File: config.mk
export PLATFORM = sky130hd
export DESIGN_NAME = gap_ctrl
export DESIGN_NICKNAME = d
export VERILOG_FILES = /design/src/gap_pkg.sv /design/src/gap_ctrl.sv
export SDC_FILE = /design/constraint.sdc
export NUM_CORES = 1
export LEC_CHECK = 0
export BUFFER_PORTS_ARGS = -buffer_cell sky130_fd_sc_hd__buf_2
export CORE_MARGIN = 2
export CORE_UTILIZATION = 49
export CTS_CLUSTER_SIZE = 12
export DETAILED_ROUTE_END_ITERATION = 12
export HOLD_SLACK_MARGIN = 0.03
export PLACE_DENSITY = 0.82
export RECOVER_POWER = 50
export SYNTH_ARGS = -nofsm -noshare
export SYNTH_HDL_FRONTEND = slang
export SYNTH_SLANG_ARGS = --single-unit
File: constraint.sdc
create_clock -name i_clk -period 2.4 [get_ports i_clk]
set_input_delay 0.24 -clock i_clk [delete_from_list [all_inputs] [get_ports i_clk]]
set_output_delay 0.24 -clock i_clk [all_outputs]
set_load 0.01 [all_outputs]
File: src/gap_pkg.sv
// ----------------------------------------------------------------------------
// gap_pkg
// Shared types, constants and helpers for the grid A* path search block.
// ----------------------------------------------------------------------------
package gap_pkg;

    // grid geometry: a cell address is {z, x}
    localparam int GRID_SIDE = 64;
    localparam int COORD_W   = 6;
    localparam int CELL_W    = 2 * COORD_W;
    localparam int CELLS     = GRID_SIDE * GRID_SIDE;
    localparam int DIM_W     = 7;

    // node pool and path store
    localparam int POOL_SIZE  = 1024;
    localparam int POOL_W     = 10;
    localparam int CNT_W      = POOL_W + 1;
    localparam int PATH_DEPTH = POOL_SIZE + 1;

    // fixed point costs
    localparam int FRAC_BITS = 8;
    localparam int COST_W    = 19;
    localparam int SUMSQ_W   = 2 * COORD_W + 1;
    localparam int SQ_IN_W   = ((SUMSQ_W + 2 * FRAC_BITS + 1) / 2) * 2;
    localparam int SQ_OUT_W  = SQ_IN_W / 2;

    localparam logic [COST_W-1:0] COST_MAX = {COST_W{1'b1}};

    function automatic int isqrt_const(input int v);
        int r;
        r = 0;
        while ((r + 1) * (r + 1) <= v) r++;
        return r;
    endfunction

    localparam int STEP_STRAIGHT = 1 << FRAC_BITS;
    localparam int STEP_DIAG     = isqrt_const(2 << (2 * FRAC_BITS));

    // neighbor order: +x, -x, +z, -z, then the four diagonals
    localparam logic [1:0] STEP_DX [8] = '{2'b01, 2'b11, 2'b00, 2'b00,
                                           2'b01, 2'b01, 2'b11, 2'b11};
    localparam logic [1:0] STEP_DZ [8] = '{2'b00, 2'b00, 2'b01, 2'b11,
                                           2'b01, 2'b11, 2'b01, 2'b11};

    // item kinds
    localparam logic [1:0] KIND_LOAD   = 2'd0;
    localparam logic [1:0] KIND_SEARCH = 2'd1;
    localparam logic [1:0] KIND_READ   = 2'd2;

    // result status codes
    localparam logic [2:0] ST_DONE     = 3'd0;
    localparam logic [2:0] ST_FOUND    = 3'd1;
    localparam logic [2:0] ST_NO_PATH  = 3'd2;
    localparam logic [2:0] ST_OVERFLOW = 3'd3;
    localparam logic [2:0] ST_RANGE    = 3'd4;

    // cell status codes
    localparam logic [1:0] CS_UNSEEN = 2'd0;
    localparam logic [1:0] CS_OPEN   = 2'd1;
    localparam logic [1:0] CS_CLOSED = 2'd2;

    // configuration register indexes
    localparam logic REG_GRID_W = 1'b0;
    localparam logic REG_GRID_H = 1'b1;

    typedef struct packed {
        logic [1:0]         kind;
        logic [COORD_W-1:0] cell_x;
        logic [COORD_W-1:0] cell_z;
        logic [COORD_W-1:0] goal_x;
        logic [COORD_W-1:0] goal_z;
        logic               walkable;
        logic [CNT_W-1:0]   path_index;
    } t_in_item;

    typedef struct packed {
        logic [2:0]         status;
        logic [CNT_W-1:0]   path_length;
        logic [COORD_W-1:0] out_x;
        logic [COORD_W-1:0] out_z;
    } t_out_item;

    // controller to datapath
    typedef struct packed {
        logic       latch;
        logic       clr_en;
        logic       clr_walk;
        logic       load_wr;
        logic       path_rd;
        logic       pool_reset;
        logic       single_path;
        logic       h_prep;
        logic       h_sel_nb;
        logic       h_go;
        logic       node0_init;
        logic       scan_init;
        logic       scan_rd;
        logic       sel;
        logic       exp_latch;
        logic       d_init;
        logic       d_next;
        logic       nb_rd;
        logic       node_add;
        logic       pc_init;
        logic       pc_rd;
        logic       pc_step;
        logic       pw_init;
        logic       pw_rd;
        logic       pw_step;
        logic       res_load;
        logic       res_path;
        logic [2:0] res_status;
    } t_cmd;

    // datapath to controller
    typedef struct packed {
        logic [1:0] kind;
        logic       clr_last;
        logic       read_ok;
        logic       start_is_goal;
        logic       sq_done;
        logic       scan_done;
        logic       any;
        logic       nb_ok;
        logic       nb_goal;
        logic       pool_full;
        logic       d_last;
        logic       idx_zero;
        logic       n_zero;
    } t_sts;

    function automatic logic [COST_W-1:0] sat_cost(input logic [COST_W:0] v);
        return v[COST_W] ? COST_MAX : v[COST_W-1:0];
    endfunction

endpackage

File: src/gap_ctrl.sv
// ----------------------------------------------------------------------------
// gap_ctrl
// Sequencer for load, read and search items; owns the channel handshakes.
// ----------------------------------------------------------------------------
module gap_ctrl import gap_pkg::*; (
    input  logic i_clk,
    input  logic i_rst_n,
    input  logic i_in_valid,
    output logic o_in_ready,
    output logic o_out_valid,
    input  logic i_out_ready,
    input  t_sts i_sts,
    output t_cmd o_cmd
);
    localparam logic [4:0] S_INIT    = 5'd0;
    localparam logic [4:0] S_IDLE    = 5'd1;
    localparam logic [4:0] S_DECODE  = 5'd2;
    localparam logic [4:0] S_RD_WAIT = 5'd3;
    localparam logic [4:0] S_CLR     = 5'd4;
    localparam logic [4:0] S_START   = 5'd5;
    localparam logic [4:0] S_H_PREP  = 5'd6;
    localparam logic [4:0] S_H_GO    = 5'd7;
    localparam logic [4:0] S_H_WAIT  = 5'd8;
    localparam logic [4:0] S_NODE0   = 5'd9;
    localparam logic [4:0] S_SCAN    = 5'd10;
    localparam logic [4:0] S_SEL     = 5'd11;
    localparam logic [4:0] S_EXP     = 5'd12;
    localparam logic [4:0] S_NB_RD   = 5'd13;
    localparam logic [4:0] S_NB_CHK  = 5'd14;
    localparam logic [4:0] S_NB_ADD  = 5'd15;
    localparam logic [4:0] S_PC_TEST = 5'd16;
    localparam logic [4:0] S_PC_WAIT = 5'd17;
    localparam logic [4:0] S_PW_INIT = 5'd18;
    localparam logic [4:0] S_PW_TEST = 5'd19;
    localparam logic [4:0] S_PW_WAIT = 5'd20;
    localparam logic [4:0] S_RESULT  = 5'd21;

    logic [4:0] r_state, n_state;
    logic       r_h_nb, n_h_nb;
    logic [2:0] r_res_st, n_res_st;
    logic       r_res_path, n_res_path;
    logic       r_out_valid, n_out_valid;

    always_ff @(posedge i_clk) begin
        if (!i_rst_n) begin
            r_state     <= S_INIT;
            r_h_nb      <= 1'b0;
            r_res_st    <= ST_DONE;
            r_res_path  <= 1'b0;
            r_out_valid <= 1'b0;
        end else begin
            r_state     <= n_state;
            r_h_nb      <= n_h_nb;
            r_res_st    <= n_res_st;
            r_res_path  <= n_res_path;
            r_out_valid <= n_out_valid;
        end
    end

    // next state and commands
    always_comb begin
        o_cmd          = '0;
        o_cmd.h_sel_nb = r_h_nb;
        o_cmd.res_path = r_res_path;
        o_cmd.res_status = r_res_st;
        n_state     = r_state;
        n_h_nb      = r_h_nb;
        n_res_st    = r_res_st;
        n_res_path  = r_res_path;
        n_out_valid = r_out_valid && !i_out_ready;
        o_in_ready  = 1'b0;

        case (r_state)
            S_INIT: begin
                o_cmd.clr_en   = 1'b1;
                o_cmd.clr_walk = 1'b1;
                if (i_sts.clr_last) n_state = S_IDLE;
            end
            S_IDLE: begin
                o_in_ready = 1'b1;
                if (i_in_valid) begin
                    o_cmd.latch = 1'b1;
                    n_state     = S_DECODE;
                end
            end
            S_DECODE: begin
                n_res_st   = ST_DONE;
                n_res_path = 1'b0;
                n_state    = S_RESULT;
                case (i_sts.kind)
                    KIND_LOAD: begin
                        o_cmd.load_wr = 1'b1;
                    end
                    KIND_READ: begin
                        if (i_sts.read_ok) begin
                            o_cmd.path_rd = 1'b1;
                            n_res_path    = 1'b1;
                            n_state       = S_RD_WAIT;
                        end else begin
                            n_res_st = ST_RANGE;
                        end
                    end
                    KIND_SEARCH: begin
                        o_cmd.pool_reset = 1'b1;
                        n_state          = S_CLR;
                    end
                    default: ;
                endcase
            end
            S_RD_WAIT: begin
                n_state = S_RESULT;
            end
            S_CLR: begin
                o_cmd.clr_en = 1'b1;
                if (i_sts.clr_last) n_state = S_START;
            end
            S_START: begin
                if (i_sts.start_is_goal) begin
                    o_cmd.single_path = 1'b1;
                    n_res_st          = ST_FOUND;
                    n_state           = S_RESULT;
                end else begin
                    n_h_nb  = 1'b0;
                    n_state = S_H_PREP;
                end
            end
            S_H_PREP: begin
                o_cmd.h_prep = 1'b1;
                n_state      = S_H_GO;
            end
            S_H_GO: begin
                o_cmd.h_go = 1'b1;
                n_state    = S_H_WAIT;
            end
            S_H_WAIT: begin
                if (i_sts.sq_done) n_state = r_h_nb ? S_NB_ADD : S_NODE0;
            end
            S_NODE0: begin
                o_cmd.node0_init = 1'b1;
                o_cmd.scan_init  = 1'b1;
                n_state          = S_SCAN;
            end
            S_SCAN: begin
                if (i_sts.scan_done) begin
                    n_state = S_SEL;
                end else begin
                    o_cmd.scan_rd = 1'b1;
                end
            end
            S_SEL: begin
                if (!i_sts.any) begin
                    n_res_st = ST_NO_PATH;
                    n_state  = S_RESULT;
                end else begin
                    o_cmd.sel = 1'b1;
                    n_state   = S_EXP;
                end
            end
            S_EXP: begin
                o_cmd.exp_latch = 1'b1;
                o_cmd.d_init    = 1'b1;
                n_state         = S_NB_RD;
            end
            S_NB_RD: begin
                o_cmd.nb_rd = 1'b1;
                n_state     = S_NB_CHK;
            end
            S_NB_CHK: begin
                if (!i_sts.nb_ok) begin
                    if (i_sts.d_last) begin
                        o_cmd.scan_init = 1'b1;
                        n_state         = S_SCAN;
                    end else begin
                        o_cmd.d_next = 1'b1;
                        n_state      = S_NB_RD;
                    end
                end else if (i_sts.nb_goal) begin
                    o_cmd.pc_init = 1'b1;
                    n_state       = S_PC_TEST;
                end else if (i_sts.pool_full) begin
                    n_res_st = ST_OVERFLOW;
                    n_state  = S_RESULT;
                end else begin
                    n_h_nb  = 1'b1;
                    n_state = S_H_PREP;
                end
            end
            S_NB_ADD: begin
                o_cmd.node_add = 1'b1;
                if (i_sts.d_last) begin
                    o_cmd.scan_init = 1'b1;
                    n_state         = S_SCAN;
                end else begin
                    o_cmd.d_next = 1'b1;
                    n_state      = S_NB_RD;
                end
            end
            // count the chain of parents
            S_PC_TEST: begin
                if (i_sts.idx_zero) begin
                    n_state = S_PW_INIT;
                end else begin
                    o_cmd.pc_rd = 1'b1;
                    n_state     = S_PC_WAIT;
                end
            end
            S_PC_WAIT: begin
                o_cmd.pc_step = 1'b1;
                n_state       = S_PC_TEST;
            end
            // write the chain back to front
            S_PW_INIT: begin
                o_cmd.pw_init = 1'b1;
                n_state       = S_PW_TEST;
            end
            S_PW_TEST: begin
                if (i_sts.n_zero) begin
                    n_res_st = ST_FOUND;
                    n_state  = S_RESULT;
                end else begin
                    o_cmd.pw_rd = 1'b1;
                    n_state     = S_PW_WAIT;
                end
            end
            S_PW_WAIT: begin
                o_cmd.pw_step = 1'b1;
                n_state       = S_PW_TEST;
            end
            S_RESULT: begin
                if (!r_out_valid || i_out_ready) begin
                    o_cmd.res_load = 1'b1;
                    n_out_valid    = 1'b1;
                    n_state        = S_IDLE;
                end
            end
            default: begin
                n_state = S_IDLE;
            end
        endcase
    end

    assign o_out_valid = r_out_valid;
endmodule

==> results of run 1 <==
layer usage:
layer | share of wire | routed length, µm | vias up | GRT usage
met2 | 0.45 | 1822 | 99 | 0.3950
met3 | 0.090 | 366 | 20 | 0.03226
li1 | - | - | 764 | -
met5 | 0 | 0 | - | 0
met4 | 0.043 | 174 | 0 | 0.1599
met1 | 0.42 | 1685 | 723 | 0.3490
final cells by class:
class,instances,area [µm²],area share
clock buffer,4,26.28,0.01638
inverter,9,33.78,0.02106
multi-input combinational,150,979.7,0.6108
sequential,11,220.2,0.1373
tap,30,37.54,0.02340
timing repair buffer,61,306.5,0.1911
metrics by stage:
step | cell area, µm² | power, W | util | std cells | worst slack (ns)
after detailed placement | 1607 | 0.0006913 | 0.6369 | 261 | 0.3028
after CTS | 1633 | 0.0008299 | 0.6473 | 265 | 0.2361
final | 1604 | 0.0008347 | 0.6359 | 265 | 0.1438
after floorplan | 1339 | 0.0005475 | - | 188 | 0.6329
after global routing | 1604 | 0.0008912 | 0.6359 | 265 | 0.06939
after global placement | 1607 | 0.0006876 | 0.6369 | 261 | 0.3635
power by group through the flow:
| stage | sequential (W) | clock, W | combinational [W] |
|---|---|---|---|
| 2_1_floorplan | 0.000208 | 0 | 0.000339 |
| 3_3_place_gp | 0.000235 | 0 | 0.000453 |
| 3_5_place_dp | 0.000235 | 0 | 0.000456 |
| 4_1_cts | 0.000231 | 0.000140 | 0.000459 |
| 5_1_grt | 0.000236 | 0.000155 | 0.000500 |
| 6_report | 0.000233 | 0.000141 | 0.000461 |
state kept, by name, summed over array words and instances (netlist names):
| name | count |
|---|---|
| r_state | 5 |
| r_res_st | 3 |
| o_out_valid | 1 |
| r_h_nb | 1 |
| r_res_path | 1 |
worst max-delay path: stages (launching register included):
cell                       delay, ns
sky130_fd_sc_hd__dfxtp_1        0.48
sky130_fd_sc_hd__or3_1          0.49
sky130_fd_sc_hd__clkbuf_1       0.24
sky130_fd_sc_hd__nor2_1         0.23
sky130_fd_sc_hd__and2_1         0.16
sky130_fd_sc_hd__buf_2          0.12
synthesized netlist by cell type, drive strengths merged (2+ instances only):
master,number,area share
nor2,23,0.064
and2,3,0.014
o22a,2,0.013
buf,14,0.067
a31oi,3,0.014
and3,2,0.0093
nor4,3,0.019
o211ai,2,0.011
a211oi,3,0.021
or3,2,0.0093
a21o,2,0.011
a2111oi,2,0.018
or2,2,0.011
nor3,14,0.064
clkbuf,4,0.011
ha,3,0.028
nor2b,7,0.033
o31ai,2,0.011
a2bb2oi,2,0.013
nand2b,8,0.043
xnor2,2,0.013
mux2,2,0.020
mux2i,3,0.022
nand3,4,0.015
dfxtp,11,0.16
nand2,14,0.039
or3b,3,0.021
a21oi,12,0.045
nand3b,2,0.014
inv,9,0.025
o21ai,8,0.033
final timing paths:
| kind | endpoint | depth (start not counted) |
|---|---|---|
| setup / recovery | o_cmd[26] | 5 |
| hold / removal | r_h_nb | 3 |
| setup reg to reg | r_res_st[1] | 6 |
| hold reg to reg | r_res_st[0] | 2 |
kinds of logic (layout without fill, tap and decap cells):
logic type / count (synthesis) / in the layout
AND/OR/NAND/NOR: 90 / 90
AO/OA/AOI/OAI: 50 / 50
buffers and inverters: 27 / 74
flip-flops: 11 / 11
multiplexers: 5 / 5
adder cells (fa/ha/maj): 3 / 3
XOR/XNOR: 2 / 2
==> metrics.log, run 1 <==
INFO  metric outcome = complete, no violations
INFO  metric critical_path.max_fanout = 16
INFO  metric crit_path_start = r_state[2]
INFO  metric layout_worst_path_cycle_share = 0.9401
INFO  metric nets = 257
INFO  metric nFillCells = 266
INFO  metric cts_tree = built
INFO  metric portBuffers = 49
INFO  metric yosys_register_bits = 11
INFO  metric syn-num-nets = 209
INFO  metric vias_per_cell = 6.060
INFO  metric dominantRegCellSynth = sky130_fd_sc_hd__dfxtp_1
INFO  metric num_antenna_cells = 0
INFO  metric grt_usage = 0.2608
INFO  metric synth_instances = 188
INFO  metric sequentialPowerShare = 0.279
INFO  metric clock_share_of_power = 0.169
INFO  metric max_clock_freq = 443.2 MHz
INFO  metric dieHeight = 56.27 µm
INFO  metric gp_routability_congestion = 0.9747
INFO  metric num_vias = 1606
INFO  metric netSwitchingPower = 0.0003743 W
INFO  metric pin_count = 50
INFO  metric layout.cells.most_common_list = sky130_fd_sc_hd__buf_2, sky130_fd_sc_hd__nor2_1, sky130_fd_sc_hd__clkbuf_1
INFO  metric worst_ir_drop_vdd = 0.0003336 V
INFO  metric holdBufCountCts = 0
INFO  metric post_route_cells_drive_above_1_share = 0.2766
INFO  metric clock_tree.root_cell = sky130_fd_sc_hd__clkbuf_4
INFO  metric die_x_extent = 56.27 µm
INFO  metric setup.worst_path.class = register to output port
INFO  metric synth_fa_ha_area_frac = 0.02804
INFO  metric die_area = 3166 µm²
INFO  metric multiplexer_share_of_the_synthesized_area = 0.04206
INFO  metric critPathRequiredTime = 2.16 ns
INFO  metric total_count_of_max_transition_violations_in_the_final_report = 0
INFO  metric number_of_sinks_handled_by_clock_tree_synthesis = 11
INFO  metric rsz0062_at_grt = false
INFO  metric final.hold.worst_slack = 0.2709 ns
INFO  metric post_synthesis_xor_xnor_area_fraction = 0.01308
INFO  metric initial_core_util = 0.5308
INFO  metric total_leakage_power = 0.6901 nW
INFO  metric ctsHtreeMaxLevel = 1
INFO  metric p_per_area = 520.4 nW/µm²
INFO  metric data_arrival_time_of_the_critical_path = 2.02 ns
INFO  metric worst_reg2reg_setup_slack = 0.21 ns
INFO  metric ys_warn_count = 0
INFO  metric max-cap-violations = 0
INFO  metric cts.repair.resized = 0
INFO  metric setup_viol_count_final = 0
INFO  metric timing.hold.worst.class = primary input to register
INFO  metric wire_length_of_the_first_global_routing_pass = 6499 µm
INFO  metric mean_syn_cell_area = 7.121 µm²
INFO  metric cellInternalPower = 0.0004604 W
INFO  metric drt_first_iter_violations = 99
INFO  metric vias_in_the_first_global_route = 1381
INFO  metric grt_max_degree = 18
INFO  metric timing.setup.tns = 0 ns
INFO  metric timing.slew.headroom = 0.6230
INFO  metric clock-skew-final = 0.01979 ns
INFO  metric post-cts-setup-buffers = 0
INFO  metric yosys.area_share.simple = 0.3757
INFO  metric cts_buffers = 3
INFO  metric avgRoutedWirePerCell = 15.28 µm
INFO  metric hpwlAfterDp = 3034 µm
INFO  metric areaGrowthSynthToFinish = 19.81%
INFO  metric gr-total-overflow = 0
INFO  metric final-hold-violation-count = 0
INFO  metric hp-start = i_sts[5]
INFO  metric synth_cell_types = 61
INFO  metric cp-end-kind = output port
INFO  metric core-area = 2522 µm²
INFO  metric synth_seq_area_share = 0.1645
INFO  metric combinationalPowerShare = 0.552
INFO  metric setup.worst_path.start_class = register
INFO  metric ant_nets = 0
INFO  metric mappedNetlistArea = 1339 µm²
INFO  metric final_common_cell = sky130_fd_sc_hd__buf_2
INFO  metric reg2reg_from = r_state[2]
INFO  metric drc = 0
INFO  metric clock_insertion_delay_worst_skew = 0.29 ns
INFO  metric proportion_of_register_bits_with_asynchronous_set_or_reset_after_synthesis = 0
INFO  metric antenna_violations_before_repair = 0
INFO  metric min_period = 2.256 ns
INFO  metric synth_compound_gate_area_share = 0.2729
INFO  metric cts.reportedPaths.clkPinSlew = 0.10 ns
INFO  metric drt_wl_total = 4048 µm
INFO  metric fp-row-count = 18
INFO  metric drt_pre_antenna_iters = 4
INFO  metric worst_margin_pin_slew = 0.5647 ns
INFO  metric p_sw_frac = 0.4484
INFO  metric max-clock-path-buffers = 2
INFO  metric dominant_combinational_cell_family_by_area_after_synthesis = simple AND/OR/NAND/NOR gates
INFO  metric synth_edf_count = 0
Power figures use the tool's default switching activity.
==> run 2, diff against run 1 <==
--- a/config.mk
+++ b/config.mk
@@ -6,9 +6,11 @@
 export NUM_CORES = 1
 export LEC_CHECK = 0
 export BUFFER_PORTS_ARGS = -buffer_cell sky130_fd_sc_hd__buf_2
+export CELL_PAD_IN_SITES_DETAIL_PLACEMENT = 0
+export CELL_PAD_IN_SITES_GLOBAL_PLACEMENT = 2
 export CORE_MARGIN = 2
-export CORE_UTILIZATION = 49
-export CTS_CLUSTER_SIZE = 12
+export CORE_UTILIZATION = 26
+export CTS_CLUSTER_SIZE = 10
 export DETAILED_ROUTE_END_ITERATION = 12
 export HOLD_SLACK_MARGIN = 0.03
 export PLACE_DENSITY = 0.82
==> run 2 against run 1 <==
Wire length rose by 10%. Cell count rose by 15%. Combinational power rose by 4%. Sequential power fell by 2%. Critical path type is now register to register.
==> metrics.log, run 2 (synthesized netlist as in run 1, its figures left out) <==
INFO  metric cts_buffers = 3 (unchanged)
INFO  metric dieHeight = 75.76 µm (+35%)
INFO  metric worst_r2r_endpoint = r_state[1]
INFO  metric antenna_violations_before_repair = 0 (unchanged)
INFO  metric data_arrival_time_of_the_critical_path = 2.31 ns (+0.29 ns)
INFO  metric met3_length = 311 µm (-15%)
INFO  metric topRoutingLayerUsed = met4
INFO  metric hpwlAfterDp = 3544 µm (+17%)
INFO  metric clock-skew-final = 0.007725 ns (-0.01207 ns)
INFO  metric p_per_area = 540.3 nW/µm² (+3.8%)
INFO  metric clock_insertion_delay_worst_skew = 0.25 ns (-0.04 ns)
INFO  metric vias_per_cell = 5.003 (-17%)
INFO  metric gr-total-overflow = 0 (unchanged)
INFO  metric layout.cells.most_common_list = sky130_fd_sc_hd__buf_2, sky130_fd_sc_hd__nor2_1, sky130_fd_sc_hd__clkbuf_1
INFO  metric post_route_cells_drive_above_1_share = 0.2638 (-0.01277)
INFO  metric reg2reg_from = r_state[1]
INFO  metric holdBufCountCts = 0 (unchanged)
INFO  metric final-hold-violation-count = 0 (unchanged)
INFO  metric num_antenna_cells = 0 (unchanged)
INFO  metric wl_met1 = 2085 µm (+24%)
INFO  metric timing.hold.worst_endpoint = r_h_nb
INFO  metric cp-end-kind = register
INFO  metric rsz0062_at_grt = false
INFO  metric drt_pre_antenna_iters = 4 (unchanged)
INFO  metric drt_wl_total = 4473 µm (+10%)
INFO  metric min_period = 2.114 ns (-0.1421 ns)
INFO  metric combinationalPowerShare = 0.528 (-0.024)
INFO  metric final_cell_count_no_fill = 305 (+15%)
INFO  metric cellInternalPower = 0.0005309 W (+15%)
INFO  metric setup.worst_path.start_class = register
INFO  metric cts_tree = built
INFO  metric largest_register_ffs = 5 (unchanged)
INFO  metric setup_viol_count_final = 0 (unchanged)
INFO  metric drc = 0 (unchanged)
INFO  metric portBuffers = 49 (unchanged)
INFO  metric avgRoutedWirePerCell = 14.67 µm (-4.0%)
INFO  metric hp-start = i_sts[3]
INFO  metric layout_worst_path_cycle_share = 0.8809 (-0.05920)
INFO  metric gp_routability_congestion = 0.8546 (-12%)
INFO  metric met2_length = 2035 µm (+12%)
INFO  metric fp-row-count = 26 (+8)
INFO  metric number_of_sinks_handled_by_clock_tree_synthesis = 11 (unchanged)
INFO  metric ff_latch_area = 220.2 µm² (unchanged)
INFO  metric initial_core_util = 0.2655 (-0.2652)
INFO  metric worst_reg2reg_setup_slack = 0.29 ns (+0.08 ns)
INFO  metric setup.worst_path.class = register to register
INFO  metric most_flop_heavy_register = r_state
INFO  metric p_sw_frac = 0.4157 (-0.03277)
INFO  metric wire_length_of_the_first_global_routing_pass = 7003 µm (+7.8%)
INFO  metric ant_nets = 0 (unchanged)
INFO  metric critPathRequiredTime = 2.60 ns (+0.44 ns)
INFO  metric max_clock_freq = 473.0 MHz (+6.7%)
INFO  metric timing.setup.tns = 0 ns (unchanged)
INFO  metric nets = 257 (unchanged)
INFO  metric pin_count = 50 (unchanged)
INFO  metric timing.hold.worst.class = primary input to register
INFO  metric netSwitchingPower = 0.0003777 W (+0.89%)
INFO  metric outcome = complete, no violations
INFO  metric ctsHtreeMaxLevel = 1 (unchanged)
INFO  metric max-clock-path-buffers = 2 (unchanged)
INFO  metric areaGrowthSynthToFinish = 25.61%
INFO  metric drt_first_iter_violations = 50 (-49%)
INFO  metric clock_tree.root_cell = sky130_fd_sc_hd__clkbuf_8
INFO  metric placed_cells = 301 (+15%)
INFO  metric total_count_of_max_transition_violations_in_the_final_report = 0 (unchanged)
INFO  metric biggestRegsByFlops = r_state (5), r_res_st (3)
INFO  metric grt_max_degree = 22 (+4)
INFO  metric sequentialPowerShare = 0.251 (-0.028)
INFO  metric total_leakage_power = 0.6973 nW (+1.1%)
INFO  metric cts.repair.resized = 0 (unchanged)
INFO  metric num_vias = 1526 (-5.0%)
INFO  metric timing.slew.headroom = 0.6678 (+0.04474)
INFO  metric final_common_cell = sky130_fd_sc_hd__buf_2
INFO  metric clock_share_of_power = 0.221 (+0.052)
INFO  metric core-area = 5042 µm² (+100%)
INFO  metric max-cap-violations = 0 (unchanged)
INFO  metric cts.reportedPaths.clkPinSlew = 0.06 ns (-0.04 ns)
INFO  metric die_x_extent = 75.76 µm (+35%)
INFO  metric multiInputGateArea = 973.4 µm² (-0.64%)
INFO  metric vias_in_the_first_global_route = 1389 (+0.58%)
INFO  metric critical_path.max_fanout = 13 (-3)
INFO  metric timing.hold.worst_path_depth = 4 (+1)
INFO  metric grt_usage = 0.1611 (-0.09972)
INFO  metric r2r.worst_path.cells = 5 (-1)
INFO  metric die_area = 5739 µm² (+81%)
INFO  metric worst_margin_pin_slew = 0.4977 ns (-0.06701 ns)
INFO  metric nFillCells = 566 (+110%)
INFO  metric worst_ir_drop_vdd = 0.0001730 V (-48%)
INFO  metric post-cts-setup-buffers = 0 (unchanged)
-- run 2: final cells by class --
cell class / count / share of cell area
Sequential cell: 11 / 0.1310
Multi-Input combinational cell: 150 / 0.5789
Clock buffer: 4 / 0.02679
Timing Repair Buffer: 61 / 0.1912
Inverter: 9 / 0.02009
Tap cell: 70 / 0.05208
-- run 2: how the worst max path moves through the flow --
stage / startpoint / endpoint / slack [ns] / cells after the start
floorplan: r_state[4] / r_res_st[1] / 0.63 / 7
global placement: r_state[0] / r_state[1] / 0.41 / 6
detailed placement: r_state[0] / r_state[1] / 0.39 / 6
CTS: r_state[2] / o_cmd[25] / 0.34 / 5
global route: r_state[4] / o_cmd[29] / 0.09 / 6
finish: r_state[1] / r_state[1] / 0.29 / 5
-- run 2: layer usage --
layer	GRT usage	up-vias
met5	0	-
met4	0.04094	0
met3	0.02249	5
met2	0.2519	52
met1	0.2314	701
li1	-	768
-- run 2: per-stage QoR --
step | worst slack [ns] | hold slack [ns] | area (µm²) | power (W) | util
6_report | 0.2858 | 0.3153 | 1682 | 0.0009086 | 0.3335
5_1_grt | 0.08541 | 0.3424 | 1682 | 0.0009774 | 0.3335
4_1_cts | 0.3419 | 0.3180 | 1714 | 0.0009176 | 0.3400
3_5_place_dp | 0.3852 | 0.4598 | 1669 | 0.0007168 | 0.3310
3_3_place_gp | 0.4103 | 0.4586 | 1669 | 0.0007216 | 0.3310
2_1_floorplan | 0.6329 | 0.4375 | 1339 | 0.0005475 | -
-- run 2: power groups by stage --
stage | clock network (W) | logic, W | registers, W
after CTS | 0.000202 | 0.000487 | 0.000229
after global placement | 0 | 0.000488 | 0.000233
after floorplan | 0 | 0.000339 | 0.000208
after global routing | 0.000218 | 0.000527 | 0.000232
final | 0.000201 | 0.000480 | 0.000228
after detailed placement | 0 | 0.000485 | 0.000232
-- run 2: worst max-delay path, stage by stage (launching register included) --
cell,delay (ns)
sky130_fd_sc_hd__dfxtp_1,0.63
sky130_fd_sc_hd__or2_0,0.38
sky130_fd_sc_hd__nor3_2,0.09
sky130_fd_sc_hd__a2111oi_2,0.49
sky130_fd_sc_hd__nor3b_2,0.27
sky130_fd_sc_hd__o221a_1,0.19
==> run 3, diff against run 2 <==
--- a/config.mk
+++ b/config.mk
@@ -5,16 +5,18 @@
 export SDC_FILE = /design/constraint.sdc
 export NUM_CORES = 1
 export LEC_CHECK = 0
+export ABC_AREA = 1
 export BUFFER_PORTS_ARGS = -buffer_cell sky130_fd_sc_hd__buf_2
 export CELL_PAD_IN_SITES_DETAIL_PLACEMENT = 0
 export CELL_PAD_IN_SITES_GLOBAL_PLACEMENT = 2
 export CORE_MARGIN = 2
-export CORE_UTILIZATION = 26
+export CORE_UTILIZATION = 23
 export CTS_CLUSTER_SIZE = 10
 export DETAILED_ROUTE_END_ITERATION = 12
 export HOLD_SLACK_MARGIN = 0.03
 export PLACE_DENSITY = 0.82
 export RECOVER_POWER = 50
+export SETUP_SLACK_MARGIN = 0.4
 export SYNTH_ARGS = -nofsm -noshare
 export SYNTH_HDL_FRONTEND = slang
 export SYNTH_SLANG_ARGS = --single-unit
==> run 3 against run 2 <==
Register-to-register slack better by 0.38 ns. Largest cell class unchanged. Clock power down 4%. Synthesized cell count increased by 31%. Combinational power is 49% higher. Critical endpoint is now o_cmd[10]. Design area shrank 4.2%. Core utilization down 3.9 points. Largest power group unchanged.
==> metrics.log, run 3 <==
INFO  metric num_antenna_cells = 0 (unchanged)
INFO  metric setup.worst_path.start_class = register
INFO  metric critPathRequiredTime = 2.16 ns (-0.44 ns)
INFO  metric holdBufCountCts = 0 (unchanged)
INFO  metric timing.hold.worst.class = primary input to register
INFO  metric ys_warn_count = 0 (unchanged)
INFO  metric ant_nets = 0 (unchanged)
INFO  metric met2_length = 1986 µm (-2.4%)
INFO  metric cp-end-kind = output port
INFO  metric vias_per_cell = 4.404 (-12%)
INFO  metric vias_in_the_first_global_route = 1471 (+5.9%)
INFO  metric multiInputGateArea = 857.1 µm² (-12%)
INFO  metric wire_length_of_the_first_global_routing_pass = 6975 µm (-0.40%)
INFO  metric gp_routability_congestion = 0.8593 (+0.55%)
INFO  metric core-area = 5473 µm² (+8.5%)
INFO  metric synth.most_common_cell = sky130_fd_sc_hd__nand2_1
INFO  metric topRoutingLayerUsed = met4
INFO  metric min_period = 1.972 ns (-0.1426 ns)
INFO  metric mean_syn_cell_area = 5.274 µm² (-26%)
INFO  metric setup.worst_path.class = register to output port
INFO  metric num_vias = 1612 (+5.6%)
INFO  metric die_area = 6258 µm² (+9.1%)
INFO  metric p_sw_frac = 0.5324 (+0.1167)
INFO  metric biggestRegsByFlops = r_state (5), r_res_st (3)
INFO  metric total_leakage_power = 1.005 nW (+44%)
INFO  metric number_of_sinks_handled_by_clock_tree_synthesis = 11 (unchanged)
INFO  metric largest_register_ffs = 5 (unchanged)
INFO  metric portBuffers = 49 (unchanged)
INFO  metric ctsHtreeMaxLevel = 1 (unchanged)
INFO  metric drt_pre_antenna_iters = 4 (unchanged)
INFO  metric data_arrival_time_of_the_critical_path = 1.73 ns (-0.58 ns)
INFO  metric final-hold-violation-count = 0 (unchanged)
INFO  metric synth_top_area_share = 0.2083 (+0.04381)
INFO  metric final_common_cell = sky130_fd_sc_hd__nand2_1
INFO  metric proportion_of_register_bits_with_asynchronous_set_or_reset_after_synthesis = 0 (unchanged)
INFO  metric cts_buffers = 3 (unchanged)
INFO  metric antenna_violations_before_repair = 0 (unchanged)
INFO  metric post-synth-top-area-cell = sky130_fd_sc_hd__nand2_1
INFO  metric gr-total-overflow = 0 (unchanged)
INFO  metric syn-num-nets = 267 (+28%)
INFO  metric hpwlAfterDp = 3748 µm (+5.8%)
INFO  metric timing.hold.worst_path_depth = 3 (-1)
INFO  metric ff_latch_area = 222.7 µm² (+1.1%)
INFO  metric outcome = complete, no violations
INFO  metric synth.top_cells.by_area = sky130_fd_sc_hd__nand2_1, sky130_fd_sc_hd__dfxtp_1, sky130_fd_sc_hd__nor2_1
INFO  metric r2r.worst_path.cells = 10 (+5)
INFO  metric cts.reportedPaths.clkPinSlew = 0.06 ns (about the same)
INFO  metric pin_count = 50 (unchanged)
INFO  metric combinationalPowerShare = 0.596 (+0.068)
INFO  metric drt_first_iter_violations = 114 (+130%)
INFO  metric yosys_register_bits = 11 (unchanged)
INFO  metric total_count_of_max_transition_violations_in_the_final_report = 0 (unchanged)
INFO  metric grt_max_degree = 13 (-41%)
INFO  metric synth_edf_count = 0 (unchanged)
INFO  metric max-clock-path-buffers = 2 (unchanged)
INFO  metric cellInternalPower = 0.0005608 W (+5.6%)
INFO  metric cts_tree = built
INFO  metric layout.cells.most_common_list = sky130_fd_sc_hd__nand2_1, sky130_fd_sc_hd__nor2_1, sky130_fd_sc_hd__inv_1, sky130_fd_sc_hd__buf_2, sky130_fd_sc_hd__nand3_1
INFO  metric worst_margin_pin_slew = 0.4891 ns (-0.008606 ns)
INFO  metric clock-skew-final = 0.008306 ns (+0.0005806 ns)
INFO  metric mappedNetlistArea = 1297 µm² (-3.1%)
INFO  metric clock_tree.root_cell = sky130_fd_sc_hd__clkbuf_8
INFO  metric drt_wl_total = 4360 µm (-2.5%)
INFO  metric fp-row-count = 27 (+3.8%)
INFO  metric clock_share_of_power = 0.161 (-0.060)
INFO  metric sequentialPowerShare = 0.243 (-0.008)
INFO  metric avgRoutedWirePerCell = 11.91 µm (-19%)
INFO  metric post_synth_most_frequent_cells = sky130_fd_sc_hd__nand2_1, sky130_fd_sc_hd__nor2_1, sky130_fd_sc_hd__inv_1
INFO  metric max_clock_freq = 507.2 MHz (+7.2%)
INFO  metric initial_core_util = 0.2371 (-0.02843)
INFO  metric timing.slew.headroom = 0.6727 (+0.004986)
INFO  metric clock_insertion_delay_worst_skew = 0.24 ns (about the same)
INFO  metric nets = 316 (+23%)
INFO  metric p_per_area = 744.7 nW/µm² (+38%)
INFO  metric synth_cell_types = 20 (-67%)
INFO  metric grt_usage = 0.1417 (-0.01941)
INFO  metric post_route_cells_drive_above_1_share = 0.2143 (-0.04954)
INFO  metric areaGrowthSynthToFinish = 24.11%
INFO  metric drc = 0 (unchanged)
INFO  metric dominantRegCellSynth = sky130_fd_sc_hd__dfxtp_1
INFO  metric wl_met1 = 1995 µm (-4.3%)
INFO  metric max-cap-violations = 0 (unchanged)
INFO  metric layout_worst_path_cycle_share = 0.8215 (-0.05941)
INFO  metric synth_seq_area_share = 0.1697 (+0.005234)
INFO  metric met3_length = 317 µm (+1.9%)
INFO  metric final_util = 0.2942 (-0.03926)
INFO  metric worst_ir_drop_vdd = 0.0002977 V (+72%)
INFO  metric nFillCells = 675 (+19%)
INFO  metric timing.setup.tns = 0 ns (unchanged)
INFO  metric most_flop_heavy_register = r_state
INFO  metric dieHeight = 79.11 µm (+4.4%)
INFO  metric netSwitchingPower = 0.0006384 W (+69%)
INFO  metric synth_instances = 246 (+31%)
INFO  metric critical_path.max_fanout = 12 (-1)
INFO  metric rsz0062_at_grt = false
INFO  metric die_x_extent = 79.11 µm (+4.4%)
INFO  metric setup_viol_count_final = 0 (unchanged)
-- run 3: cell count changes in the layout (fill, tap and decap cells not counted), moves of 6 or more --
cell / delta
sky130_fd_sc_hd__nor2_1: +32
sky130_fd_sc_hd__nor2b_1: -7
sky130_fd_sc_hd__inv_1: +30
sky130_fd_sc_hd__buf_4: -8
sky130_fd_sc_hd__nor3_1: -11
sky130_fd_sc_hd__nand3_1: +16
sky130_fd_sc_hd__nand2_1: +58
sky130_fd_sc_hd__nor2_2: +6
sky130_fd_sc_hd__nand2b_1: -7
-- run 3: worst max-delay path, cell delays in order (launching register included) --
cell	delay [ns]
sky130_fd_sc_hd__dfxtp_2	0.38
sky130_fd_sc_hd__inv_2	0.13
sky130_fd_sc_hd__nand3_1	0.19
sky130_fd_sc_hd__nor2_4	0.16
sky130_fd_sc_hd__clkbuf_1	0.28
sky130_fd_sc_hd__inv_1	0.12
sky130_fd_sc_hd__nor2_1	0.09
sky130_fd_sc_hd__buf_2	0.13
-- run 3: final timing paths --
| path | startpoint | end | slack [ns] |
|---|---|---|---|
| setup reg to reg | r_state[4] | r_state[0] | 0.67 |
| hold / removal | i_rst_n | r_res_st[2] | 0.27 |
| setup / recovery | r_state[4] | o_cmd[10] | 0.43 |
| hold reg to reg | r_res_path | r_res_path | 0.46 |
-- run 3: power by group through the flow --
stage	clock network, W	registers [W]	logic (W)
final	0.000193	0.000291	0.000714
after floorplan	0	0.000277	0.000530
after global routing	0.000213	0.000300	0.000825
after global placement	0	0.000298	0.000762
after detailed placement	0	0.000299	0.000747
after CTS	0.000199	0.000295	0.000751
-- run 3: logic make-up (layout without fill, tap and decap cells) --
group | after synthesis | in the layout | share of synthesized area
buffers and inverters | 48 | 96 | 0.1543
AO/OA/AOI/OAI | 16 | 16 | 0.06943
AND/OR/NAND/NOR | 168 | 168 | 0.5776
flip-flops | 11 | 11 | 0.1697
adder cells (fa/ha/maj) | 3 | 3 | 0.02893
-- run 3: timing repair --
action | in CTS | in global routing
setup endpoints to repair | 1 | 5
pin swaps | 1 | 0
buffers inserted | 1 | 0
resized for setup | 1 | 2
-- run 3: cell type report --
class | count | share of cell area
Tap cell | 72 | 0.05594
Multi-Input combinational cell | 187 | 0.5322
Timing Repair Buffer | 50 | 0.1469
Clock buffer | 3 | 0.02564
Sequential cell | 11 | 0.1383
Inverter | 42 | 0.09790
Clock inverter | 1 | 0.003108
-- run 3: stage by stage --
stage          hold slack, ns  worst slack (ns)   power, W  cells  instance area [µm²]
4_1_cts                0.2684            0.4418   0.001244    366                 1645
3_3_place_gp           0.4543            0.5876   0.001060    361                 1590
2_1_floorplan          0.3376            0.8648  0.0008073    246                 1297
6_report               0.2714            0.4284   0.001199    366                 1610
3_5_place_dp           0.4540            0.5479   0.001046    361                 1590
5_1_grt                0.2799            0.3120   0.001337    366                 1610
-- run 3: metal layers --
layer / global-route usage / up-vias
met3: 0.02841 / 9
li1: - / 846
met1: 0.1919 / 703
met5: 0 / -
met4: 0.03276 / 0
met2: 0.2314 / 54
